### src/hw/rtl/array_factor_accumulator_macros.svh
// Assertion macros for the array factor accumulator.
// Used by the top level only; no other dependencies.
`ifndef ARRAY_FACTOR_ACCUMULATOR_MACROS_SVH
`define ARRAY_FACTOR_ACCUMULATOR_MACROS_SVH

// Same-cycle implication, disabled while in reset.
`define AFA_ASSERT_IMPL(label, clk, rst_n, ante, cons) \
  label: assert property (@(posedge clk) disable iff (!(rst_n)) (ante) |-> (cons)) \
    else $error("array factor accumulator assertion failed");

// Next-cycle implication, disabled while in reset.
`define AFA_ASSERT_NEXT(label, clk, rst_n, ante, cons) \
  label: assert property (@(posedge clk) disable iff (!(rst_n)) (ante) |=> (cons)) \
    else $error("array factor accumulator assertion failed");

`endif

### src/hw/rtl/afa_pkg.sv
// Shared types, constants and the CORDIC angle table of the array factor accumulator.
// No dependencies.
package afa_pkg;

  localparam int unsigned DIR_W    = 32;
  localparam int unsigned AF_W     = 32;
  localparam int unsigned SUM_W    = 40;
  localparam int unsigned USED_W   = 8;
  localparam int unsigned CORDIC_W = 34;
  localparam int unsigned DOT_W    = 52;

  localparam logic signed [CORDIC_W-1:0] CORDIC_X0 = 34'sd652032874;
  localparam logic signed [CORDIC_W-1:0] ONE_Q30   = 34'sd1073741824;

  typedef enum logic [1:0] {
    REG_PHASE_SCALE,
    REG_REF_DIR_X,
    REG_REF_DIR_Y,
    REG_REF_DIR_Z
  } cfg_reg_e;

  typedef enum logic [2:0] {
    MS_X,
    MS_Y,
    MS_Z,
    MS_LO,
    MS_HI
  } mul_sel_e;

  typedef enum logic [1:0] {
    DOT_HOLD,
    DOT_LOAD,
    DOT_ADD
  } dot_op_e;

  typedef enum logic [3:0] {
    ST_IDLE,
    ST_MX,
    ST_MY,
    ST_MZ,
    ST_MW,
    ST_PL,
    ST_PH,
    ST_PF,
    ST_CI,
    ST_CR,
    ST_ACC,
    ST_DL,
    ST_DV,
    ST_DO
  } afa_state_e;

  typedef struct packed {
    logic signed [DIR_W-1:0] dir_x;
    logic signed [DIR_W-1:0] dir_y;
    logic signed [DIR_W-1:0] dir_z;
    logic signed [DIR_W-1:0] off_x;
    logic signed [DIR_W-1:0] off_y;
    logic signed [DIR_W-1:0] off_z;
    logic                    flag_x;
    logic                    flag_y;
    logic                    last_element;
  } in_item_t;

  typedef struct packed {
    logic signed [AF_W-1:0] afx_re;
    logic signed [AF_W-1:0] afx_im;
    logic signed [AF_W-1:0] afy_re;
    logic signed [AF_W-1:0] afy_im;
    logic [USED_W-1:0]      used_x;
    logic [USED_W-1:0]      used_y;
  } out_item_t;

  typedef struct packed {
    logic     load_in;
    logic     mul_en;
    mul_sel_e mul_sel;
    dot_op_e  dot_op;
    logic     ph_lo;
    logic     ph_fin;
    logic     cor_init;
    logic     cor_step;
    logic     acc;
    logic     div_start;
    logic     out_load;
  } cmd_t;

  typedef struct packed {
    logic skip;
    logic last;
    logic cor_done;
    logic div_done;
    logic out_free;
  } status_t;

  // atan(2^-i) in 2^-32 turns, rounded to nearest
  function automatic logic [31:0] atan_turn(input logic [4:0] i);
    logic [31:0] v;
    unique case (i)
      5'd0:  v = 32'd536870912;
      5'd1:  v = 32'd316933406;
      5'd2:  v = 32'd167458907;
      5'd3:  v = 32'd85004756;
      5'd4:  v = 32'd42667331;
      5'd5:  v = 32'd21354465;
      5'd6:  v = 32'd10680862;
      5'd7:  v = 32'd5340245;
      5'd8:  v = 32'd2670163;
      5'd9:  v = 32'd1335087;
      5'd10: v = 32'd667544;
      5'd11: v = 32'd333772;
      5'd12: v = 32'd166886;
      5'd13: v = 32'd83443;
      5'd14: v = 32'd41722;
      5'd15: v = 32'd20861;
      5'd16: v = 32'd10430;
      5'd17: v = 32'd5215;
      5'd18: v = 32'd2608;
      5'd19: v = 32'd1304;
      5'd20: v = 32'd652;
      5'd21: v = 32'd326;
      5'd22: v = 32'd163;
      5'd23: v = 32'd81;
      5'd24: v = 32'd41;
      5'd25: v = 32'd20;
      5'd26: v = 32'd10;
      5'd27: v = 32'd5;
      5'd28: v = 32'd3;
      5'd29: v = 32'd1;
      5'd30: v = 32'd1;
      5'd31: v = 32'd0;
    endcase
    return v;
  endfunction

endpackage

### src/hw/rtl/afa_ctrl.sv
// Controller: sequences multiply, phase, CORDIC, accumulate and divide steps.
// Depends on afa_pkg.
module afa_ctrl (
  input  logic             clk_i,
  input  logic             rst_ni,
  input  logic             in_valid_i,
  output logic             in_ready_o,
  input  afa_pkg::status_t status_i,
  output afa_pkg::cmd_t    cmd_o
);
  import afa_pkg::*;

  afa_state_e state_q, state_d;

  always_ff @(posedge clk_i or negedge rst_ni) begin
    if (!rst_ni) begin
      state_q <= ST_IDLE;
    end else begin
      state_q <= state_d;
    end
  end

  always_comb begin
    state_d    = state_q;
    cmd_o      = '0;
    cmd_o.mul_sel = MS_X;
    cmd_o.dot_op  = DOT_HOLD;
    in_ready_o = 1'b0;
    unique case (state_q)
      ST_IDLE: begin
        in_ready_o = 1'b1;
        if (in_valid_i) begin
          cmd_o.load_in = 1'b1;
          state_d = ST_MX;
        end
      end
      ST_MX: begin
        if (status_i.skip) begin
          state_d = ST_ACC;
        end else begin
          cmd_o.mul_en = 1'b1;
          state_d = ST_MY;
        end
      end
      ST_MY: begin
        cmd_o.mul_en  = 1'b1;
        cmd_o.mul_sel = MS_Y;
        cmd_o.dot_op  = DOT_LOAD;
        state_d = ST_MZ;
      end
      ST_MZ: begin
        cmd_o.mul_en  = 1'b1;
        cmd_o.mul_sel = MS_Z;
        cmd_o.dot_op  = DOT_ADD;
        state_d = ST_MW;
      end
      ST_MW: begin
        cmd_o.dot_op = DOT_ADD;
        state_d = ST_PL;
      end
      ST_PL: begin
        cmd_o.mul_en  = 1'b1;
        cmd_o.mul_sel = MS_LO;
        state_d = ST_PH;
      end
      ST_PH: begin
        cmd_o.mul_en  = 1'b1;
        cmd_o.mul_sel = MS_HI;
        cmd_o.ph_lo   = 1'b1;
        state_d = ST_PF;
      end
      ST_PF: begin
        cmd_o.ph_fin = 1'b1;
        state_d = ST_CI;
      end
      ST_CI: begin
        cmd_o.cor_init = 1'b1;
        state_d = ST_CR;
      end
      ST_CR: begin
        cmd_o.cor_step = 1'b1;
        if (status_i.cor_done) begin
          state_d = ST_ACC;
        end
      end
      ST_ACC: begin
        cmd_o.acc = 1'b1;
        state_d = status_i.last ? ST_DL : ST_IDLE;
      end
      ST_DL: begin
        cmd_o.div_start = 1'b1;
        state_d = ST_DV;
      end
      ST_DV: begin
        if (status_i.div_done) begin
          state_d = ST_DO;
        end
      end
      ST_DO: begin
        // hold until the result register has room
        if (status_i.out_free) begin
          cmd_o.out_load = 1'b1;
          state_d = ST_IDLE;
        end
      end
      default: state_d = ST_IDLE;
    endcase
  end

endmodule

### config.mk
export PLATFORM = sky130hd
export DESIGN_NAME = afa_ctrl
export DESIGN_NICKNAME = d
export VERILOG_FILES = /design/src/hw/rtl/array_factor_accumulator_macros.svh /design/src/hw/rtl/afa_pkg.sv /design/src/hw/rtl/afa_ctrl.sv
export SDC_FILE = /design/constraint.sdc
export NUM_CORES = 1
export LEC_CHECK = 0
export ABC_AREA = 0
export BUFFER_PORTS_ARGS = -buffer_cell sky130_fd_sc_hd__buf_2
export CORE_AREA = 2 2 39 41
export DETAILED_ROUTE_END_ITERATION = 7
export DIE_AREA = 0 0 41 43
export REMOVE_ABC_BUFFERS = 1
export SLEW_MARGIN = 5
export SYNTH_ARGS = -nofsm -noshare
export SYNTH_HDL_FRONTEND = slang
export SYNTH_SLANG_ARGS = --single-unit
### constraint.sdc
create_clock -name clk_i -period 2.34 [get_ports clk_i]
set_clock_uncertainty 0.05 [all_clocks]
set_input_delay 0.351 -clock clk_i [delete_from_list [all_inputs] [get_ports clk_i]]
set_output_delay 0.351 -clock clk_i [all_outputs]
set_load 0.01 [all_outputs]
==> impl_metrics.tcl, run 1 <==
set metrics [dict create \
    grt_pass1_wl_mm 1.53 \
    synthFlopType "dfrtp_1" \
    viasPerCell 5.06 \
    synth_edf_count 0 \
    antenna_left 0 \
    rows 14 \
    cp_max_fo 19 \
    regMostFlops "state_q" \
    die_area_mm2 0.00176 \
    drive_gt1_frac 0.386 \
    synth_compound_area_frac 0.219 \
    top_regs "state_q x4" \
    design.core.area_mm2 0.00138 \
    reg2reg_from "state_q[0]$_DFFE_PN0P_" \
    syn2layout_area_growth_pct 28.1 \
    ys.warnings.count 0 \
    vdd_drop_max_v 0.000405 \
    grt_max_degree 20 \
    syn-mean-instance-area_um2 7.75 \
    synth_area_um2 480 \
    vias 501 \
    required_ns 1.94 \
    die_y_um 43 \
    relSlewSlack 0.596 \
    overflow 0 \
    ff_latch_area_um2 100 \
    outcome "finished clean" \
    startpoint "state_q[0]$_DFFE_PN0P_" \
    die_w_um 41 \
    placed_cell_area_um2 583 \
    syn_inst 62 \
    finalHoldViolCount 0 \
    io_buffers 22 \
    drcViolationCount 0 \
    pre_cts_slack_ns 0.492 \
    nets 93 \
    clockRootBuffer "clkbuf_4" \
    ys_seq_area_frac 0.208 \
    synth_mux_area_frac 0.0833 \
    gp_congestion 0.775 \
    synth_top_area_share 0.208 \
    dr.pass1.iters 4 \
    worstPathArrival_ns 1.57 \
    max_cap_viol_count 0 \
    synth-simple-area-share 0.349 \
    drt_iter0_drc 12 \
    max_freq_mhz 509 \
    route.detailed.wl_per_inst_um 11.1 \
    ios 23 \
    yosysTopAreaCell "dfrtp_1" \
    cp-end-kind "primary output" \
    fill_cells 144 \
    dp_hpwl_um 807 \
    leakage_nw 0.320 \
    setup_tns_ns 0 \
    rsz0062_at_grt "no" \
    numCtsBuffers 3 \
    grt_pass1_vias 364 \
    htreeDepth 1 \
    synth_xor_area_frac 0.0365 \
    cts_tree "done" \
    slew_violations 0 \
    cp-start-kind "register" \
    hold_class "primary input to asynchronous set/reset pin" \
    r2r_cells 4 \
    gr-usage-all-layers 0.134 \
    finalCriticalPeriod_ns 1.97 \
    synth-seq-cells 4 \
    setup_viol 0 \
    synth.area.top_cells "dfrtp_1 21%, nor2_1 10%, nand2b_1 6.5%" \
    antenna_found_initial 0 \
    multiInputGateArea_um2 330 \
    antennaDiodeCount 0 \
    path_clk_slew_ns 0.04 \
    synth_top_family_by_area "simple AND/OR/NAND/NOR gates" \
    totalWireLength_mm 1.10 \
    start_util 0.347 \
    clockBufferDepth 2 \
    endpoint "cmd_o[9]" \
    tightest_slew_ns 0.606 \
    fin_ws_ns 0.374 \
    worst-r2r-setup-slack_ns 0.46 \
    power.density_mw_per_mm2 1430 \
    netlist-cell-type-count 31 \
    timing.rr.end "state_q[3]$_DFFE_PN0P_" \
    finalCritPeriodShare 0.840 \
    synth_fa_ha_area_frac 0 \
    clock_latency_ns 0.24 \
    design_area_um2 616 \
    critical_path_class "register to primary output" \
    synth-async-reset-ratio 1.00 \
    largest_register_ffs 4 \
    cts.sinks 4 \
]
[stage by stage]
| step | util | hold slack (ns) | cells | total power (W) |
|---|---|---|---|---|
| global route | 0.445 | 0.408 | 99 | 0.000957 |
| CTS | 0.445 | 0.394 | 99 | 0.000884 |
| finish | 0.445 | 0.398 | 99 | 0.000877 |
| floorplan | - | 0.00541 | 55 | 0.000602 |
| global placement | 0.421 | 0.106 | 95 | 0.000784 |
| detailed placement | 0.421 | 0.108 | 95 | 0.000794 |
[cells in the final DEF (no fill, tap or decap), types with 2 or more instances in the layout]
master / n
nor2b_1: 2
nand2b_1: 5
xor2_1: 2
a31oi_1: 2
mux2_4: 2
a21oi_1: 5
buf_2: 22
nor3_1: 2
dfrtp_1: 4
clkbuf_4: 3
buf_4: 2
and3_1: 2
nor2_1: 13
[per-layer routing]
layer | GRT usage | vias up | routed length (µm)
met3 | 0.0157 | 0 | 73
li1 | - | 261 | -
met2 | 0.194 | 18 | 534
met4 | 0.120 | 0 | 0
met5 | 0 | - | 0
met1 | 0.161 | 222 | 495
[critical path: stages, from the launching register on]
cell	delay [ns]
dfrtp_1	0.72
nand2b_1	0.24
nor2_1	0.05
a21oi_1	0.14
nor2_1	0.05
buf_2	0.13
[where the power goes]
part / internal (W) / total [W] / leakage [nW] / switching [W]
Combinational: 0.000285 / 0.000562 / 0.258 / 0.000276
Clock: 0.0000573 / 0.0000845 / 0.0138 / 0.0000273
Sequential: 0.000104 / 0.000231 / 0.0482 / 0.000127
Total: 0.000447 / 0.000877 / 0.320 / 0.000430
[how the worst min path moves through the flow]
stage          depth (start not counted)                     end  slack [ns]
3_5_place_dp                           1  state_q[3]$_DFFE_PN0P_        0.11
5_1_grt                                2  state_q[2]$_DFFE_PN0P_        0.41
3_3_place_gp                           1  state_q[1]$_DFFE_PN0P_        0.11
2_1_floorplan                          0  state_q[0]$_DFFE_PN0P_       0.005
4_1_cts                                2  state_q[2]$_DFFE_PN0P_        0.39
6_report                               2  state_q[2]$_DFFE_PN0P_        0.40
[final cells by class]
cell class / count / area share
Tap cell: 16 / 0.0325
Sequential cell: 4 / 0.163
Clock buffer: 3 / 0.0366
Multi-Input combinational cell: 49 / 0.537
Timing Repair Buffer: 25 / 0.220
Inverter: 2 / 0.0122
[timing repair]
item,CTS,global route
hold buffers,1,0
setup buffers,0,0
hold endpoints to repair,4,0
gates resized for setup,0,0
endpoints found under the setup margin,0,0
[cell usage after synthesis (all sizes together), types with 2 or more instances]
| cell | n |
|---|---|
| a21oi | 6 |
| a31oi | 3 |
| and3 | 2 |
| buf | 5 |
| clkbuf | 2 |
| dfrtp | 4 |
| mux2 | 2 |
| nand2b | 5 |
| nor2 | 13 |
| nor2b | 2 |
| nor3 | 2 |
| xor2 | 2 |
[cells by family (layout without fill, tap and decap cells)]
logic type	after synthesis	in the layout
buffers and inverters	9	30
DFF	4	4
AOI/OAI and AO/OA	13	13
muxes	3	3
and+or+nand+nor	31	31
xor gates and xnor gates	2	2
(Power assumes the default switching activity.)
==> inputs of run 2 (changes only) <==
- PLACE_DENSITY: default -> 0.67
- clock period: 2.34 -> 1.8 ns (I/O delays scaled with it)
==> impl_metrics.tcl, run 2 (synthesized netlist as in run 1, its figures left out) <==
set metrics [dict create \
    overflow 0 \
    clock_latency_ns 0.23 \
    totalWireLength_mm 1.17 \
    vdd_drop_max_v 0.000741 \
    ios 23 \
    antennaDiodeCount 0 \
    cp_max_fo 19 \
    io_buffers 22 \
    dp_hpwl_um 870 \
    finalCriticalPeriod_ns 1.71 \
    die_w_um 41 \
    finalCritPeriodShare 0.952 \
    drt_iter0_drc 7 \
    clockBufferDepth 2 \
    nets 96 \
    largest_register_ffs 4 \
    relSlewSlack 0.815 \
    grt_pass1_wl_mm 1.66 \
    power.density_mw_per_mm2 1880 \
    critical_path_class "register to primary output" \
    placed_cell_area_um2 606 \
    rows 14 \
    whs_ns 0.316 \
    antenna_found_initial 0 \
    grt_max_degree 20 \
    reg2reg_from "state_q[2]$_DFFE_PN0P_" \
    vias 524 \
    pre_cts_slack_ns 0.186 \
    cp-start-kind "register" \
    regMostFlops "state_q" \
    path_clk_slew_ns 0.04 \
    gr-usage-all-layers 0.133 \
    start_util 0.347 \
    route.detailed.wl_per_inst_um 11.5 \
    design.core.area_mm2 0.00138 \
    setup_viol 0 \
    max_freq_mhz 583 \
    most-common-layout-cells "22 x buf_2, 13 x nor2_1, 5 x nand2b_1, 5 x a21oi_1, 4 x buf_4" \
    max_cap_viol_count 0 \
    fin_ws_ns 0.0857 \
    antenna_left 0 \
    startpoint "state_q[2]$_DFFE_PN0P_" \
    hold_class "primary input to asynchronous set/reset pin" \
    design_area_um2 649 \
    leakage_nw 0.336 \
    cp-end-kind "primary output" \
    die_y_um 43 \
    cts_tree "done" \
    worstPathArrival_ns 1.39 \
    tightest_slew_ns 0.277 \
    dr.pass1.iters 4 \
    required_ns 1.48 \
    cts.sinks 4 \
    drcViolationCount 0 \
    viasPerCell 5.14 \
    slew_violations 0 \
    outcome "finished clean" \
    top_regs "state_q x4" \
    grt_pass1_vias 420 \
    finalHoldViolCount 0 \
    syn2layout_area_growth_pct 35.2 \
    numCtsBuffers 3 \
    die_area_mm2 0.00176 \
    gp_congestion 0.741 \
    htreeDepth 1 \
    clockRootBuffer "clkbuf_4" \
    drive_gt1_frac 0.430 \
    rsz0062_at_grt "no" \
    setup_tns_ns 0 \
    final_common_cell "buf_2" \
]
## run 2: changes by cell type in the layout (fill, tap and decap cells not counted), sizes merged
cell,before,now
buf,24,27
## run 2: critical path: stages, from the launching register on
cell	delay, ns
dfrtp_1	0.35
buf_6	0.18
nand2b_1	0.14
a21oi_1	0.07
a311oi_1	0.24
buf_2	0.17
## run 2: layer usage
metal / vias up / track usage / wire length, µm
li1: 264 / - / -
met4: 0 / 0.0600 / 0
met5: - / 0 / 0
met3: 0 / 0.0157 / 67
met2: 15 / 0.209 / 586
met1: 245 / 0.171 / 515
## run 2: timing repair
item	4_1_cts	5_1_grt
hold endpoints to repair	4	0
gates resized for setup	0	3
setup buffers	0	0
hold buffers	1	0
setup endpoints to repair	0	5
## run 2: cell type report
type                            instances  area, µm²
Tap cell                               16       20.0
Clock buffer                            3       22.5
Fill cell                             151        734
Sequential cell                         4        101
Timing Repair Buffer                   28        161
Multi-Input combinational cell         49        337
Inverter                                2       7.51
## run 2: through the flow
stage	utilization	std cells	power [W]
detailed placement	0.438	98	0.00108
floorplan	-	55	0.000782
global placement	0.438	98	0.00107
finish	0.469	102	0.00122
CTS	0.461	102	0.00120
global route	0.469	102	0.00132
## run 2: power by group
part / internal (W) / total (W) / leakage [nW] / switching (W)
Combinational: 0.000424 / 0.000896 / 0.275 / 0.000472
Clock: 0.0000746 / 0.000111 / 0.0138 / 0.0000366
Sequential: 0.000140 / 0.000212 / 0.0470 / 0.0000716
Total: 0.000639 / 0.00122 / 0.336 / 0.000580
## run 2: worst paths after layout
kind	endpoint	slack, ns	cells after the start
setup / recovery	cmd_o[12]	0.09	5
hold / removal	state_q[0]$_DFFE_PN0P_	0.32	2
setup reg to reg	state_q[3]$_DFFE_PN0P_	0.16	4
hold reg to reg	state_q[2]$_DFFE_PN0P_	0.63	2
max in group asynchronous	state_q[1]$_DFFE_PN0P_	1.25	2
min in group clk_i	state_q[1]$_DFFE_PN0P_	0.44	4
==> inputs of run 3 (changes only) <==
- PLACE_DENSITY: 0.67 -> 0.71
==> impl_metrics.tcl, run 3 (synthesized netlist as in run 1, its figures left out) <==
set metrics [dict create \
    outcome "finished clean" \
    clockRootBuffer "clkbuf_4" \
    required_ns 1.48 \
    max_freq_mhz 588 \
    drcViolationCount 0 \
    leakage_nw 0.336 \
    cts.sinks 4 \
    design_area_um2 661 \
    drive_gt1_frac 0.435 \
    cp-start-kind "register" \
    syn2layout_area_growth_pct 37.5 \
    gr-usage-all-layers 0.136 \
    crit_buf_inv 2 \
    finalCriticalPeriod_ns 1.70 \
    critPathTopFamily "flip-flops" \
    fill_cells 137 \
    path_clk_slew_ns 0.03 \
    io_buffers 22 \
    slowest_stage "dfrtp_1" \
    clock_power_share 0.085 \
    numCtsBuffers 3 \
    regMostFlops "state_q" \
    grt_pass1_wl_mm 1.67 \
    slew_violations 0 \
    stdcell_count 101 \
    power.density_mw_per_mm2 1870 \
    cts_tree "done" \
    final_common_cell "buf_2" \
    design.core.area_mm2 0.00138 \
    drt_iter0_drc 11 \
    gp_congestion 0.782 \
    nets 95 \
    die_y_um 43 \
    cp_max_fo 19 \
    route.detailed.wl_per_inst_um 10.9 \
    start_util 0.347 \
    viasPerCell 4.94 \
    top_regs "state_q x4" \
    switchingPower_w 0.000581 \
    grt_pass1_vias 426 \
    overflow 0 \
    setup_tns_ns 0 \
    vdd_drop_max_v 0.000799 \
    fin_ws_ns 0.0987 \
    placed_cell_area_um2 598 \
    worstPathArrival_ns 1.38 \
    hold_class "primary input to asynchronous set/reset pin" \
    htreeDepth 1 \
    post-place-cells 97 \
    rows 14 \
    die_w_um 41 \
    relSlewSlack 0.851 \
    slowest_delay_ns 0.37 \
    cts_setup_buffers 0 \
    critical_path_class "register to primary output" \
    p_int_w 0.000651 \
    totalWireLength_mm 1.10 \
    grt_max_degree 20 \
    cp-end-kind "primary output" \
    dr.pass1.iters 4 \
    clockBufferDepth 2 \
    timing.rr.end "state_q[0]$_DFFE_PN0P_" \
    antenna_left 0 \
    largest_register_ffs 4 \
    path_cells "buf_8 -> nand2b_1 -> a21oi_1 -> a311oi_1 -> buf_2" \
    tightest_slew_ns 0.224 \
    most-common-layout-cells "22 x buf_2, 13 x nor2_1, 5 x nand2b_1, 5 x a21oi_1" \
    worst-r2r-setup-slack_ns 0.15 \
    finalCritPeriodShare 0.945 \
    clock_latency_ns 0.23 \
    pre_cts_slack_ns 0.159 \
    r2r_cells 4 \
    reg2reg_from "state_q[0]$_DFFE_PN0P_" \
    p_sw_frac 0.472 \
    seqPwrFrac 0.167 \
    pwr-share-comb 0.748 \
    antennaDiodeCount 0 \
    ios 23 \
    dp_hpwl_um 833 \
    max_cap_viol_count 0 \
    vias 499 \
    finalHoldViolCount 0 \
    setup_viol 0 \
    die_area_mm2 0.00176 \
    antenna_found_initial 0 \
]
run 3: layout make-up:
type / count / area (µm²) / area share
Timing Repair Buffer: 27 / 161 / 0.244
Clock buffer: 3 / 22.5 / 0.0341
Sequential cell: 4 / 101 / 0.153
Multi-Input combinational cell: 49 / 348 / 0.527
Inverter: 2 / 7.51 / 0.0114
Tap cell: 16 / 20.0 / 0.0303
run 3: per-layer routing:
layer | vias to the layer above | track usage | routed length [µm]
met3 | 0 | 0.0314 | 45
met2 | 9 | 0.200 | 560
met5 | - | 0 | 0
met4 | 0 | 0.0733 | 0
li1 | 258 | - | -
met1 | 232 | 0.174 | 499
run 3: timing repair:
action,4_1_cts,5_1_grt
hold buffers,1,0
resized for setup,1,6
hold endpoints to repair,4,0
endpoints found under the setup margin,1,5
run 3: power groups by stage:
stage / Sequential (W) / Combinational [W] / Clock [W]
final: 0.000206 / 0.000922 / 0.000105
after global routing: 0.000212 / 0.00101 / 0.000117
after CTS: 0.000197 / 0.000877 / 0.000110
after detailed placement: 0.000197 / 0.000863 / 0
after global placement: 0.000192 / 0.000852 / 0
after floorplan: 0.000291 / 0.000491 / 0
run 3: per-stage QoR:
stage           util  power, W  hold slack (ns)
2_1_floorplan      -  0.000782          -0.0756
3_3_place_gp   0.432   0.00104           0.0259
3_5_place_dp   0.432   0.00106           0.0273
4_1_cts        0.460   0.00118            0.320
5_1_grt        0.477   0.00134            0.352
6_report       0.477   0.00123            0.334
run 3: worst max path at each step:
stage,startpoint,endpoint,cells after the start
3_5_place_dp,state_q[0]$_DFFE_PN0P_,state_q[0]$_DFFE_PN0P_,4
4_1_cts,state_q[1]$_DFFE_PN0P_,cmd_o[13],4
5_1_grt,state_q[1]$_DFFE_PN0P_,cmd_o[13],4
2_1_floorplan,state_q[2]$_DFFE_PN0P_,state_q[3]$_DFFE_PN0P_,4
3_3_place_gp,state_q[0]$_DFFE_PN0P_,state_q[0]$_DFFE_PN0P_,4
6_report,state_q[2]$_DFFE_PN0P_,cmd_o[12],5
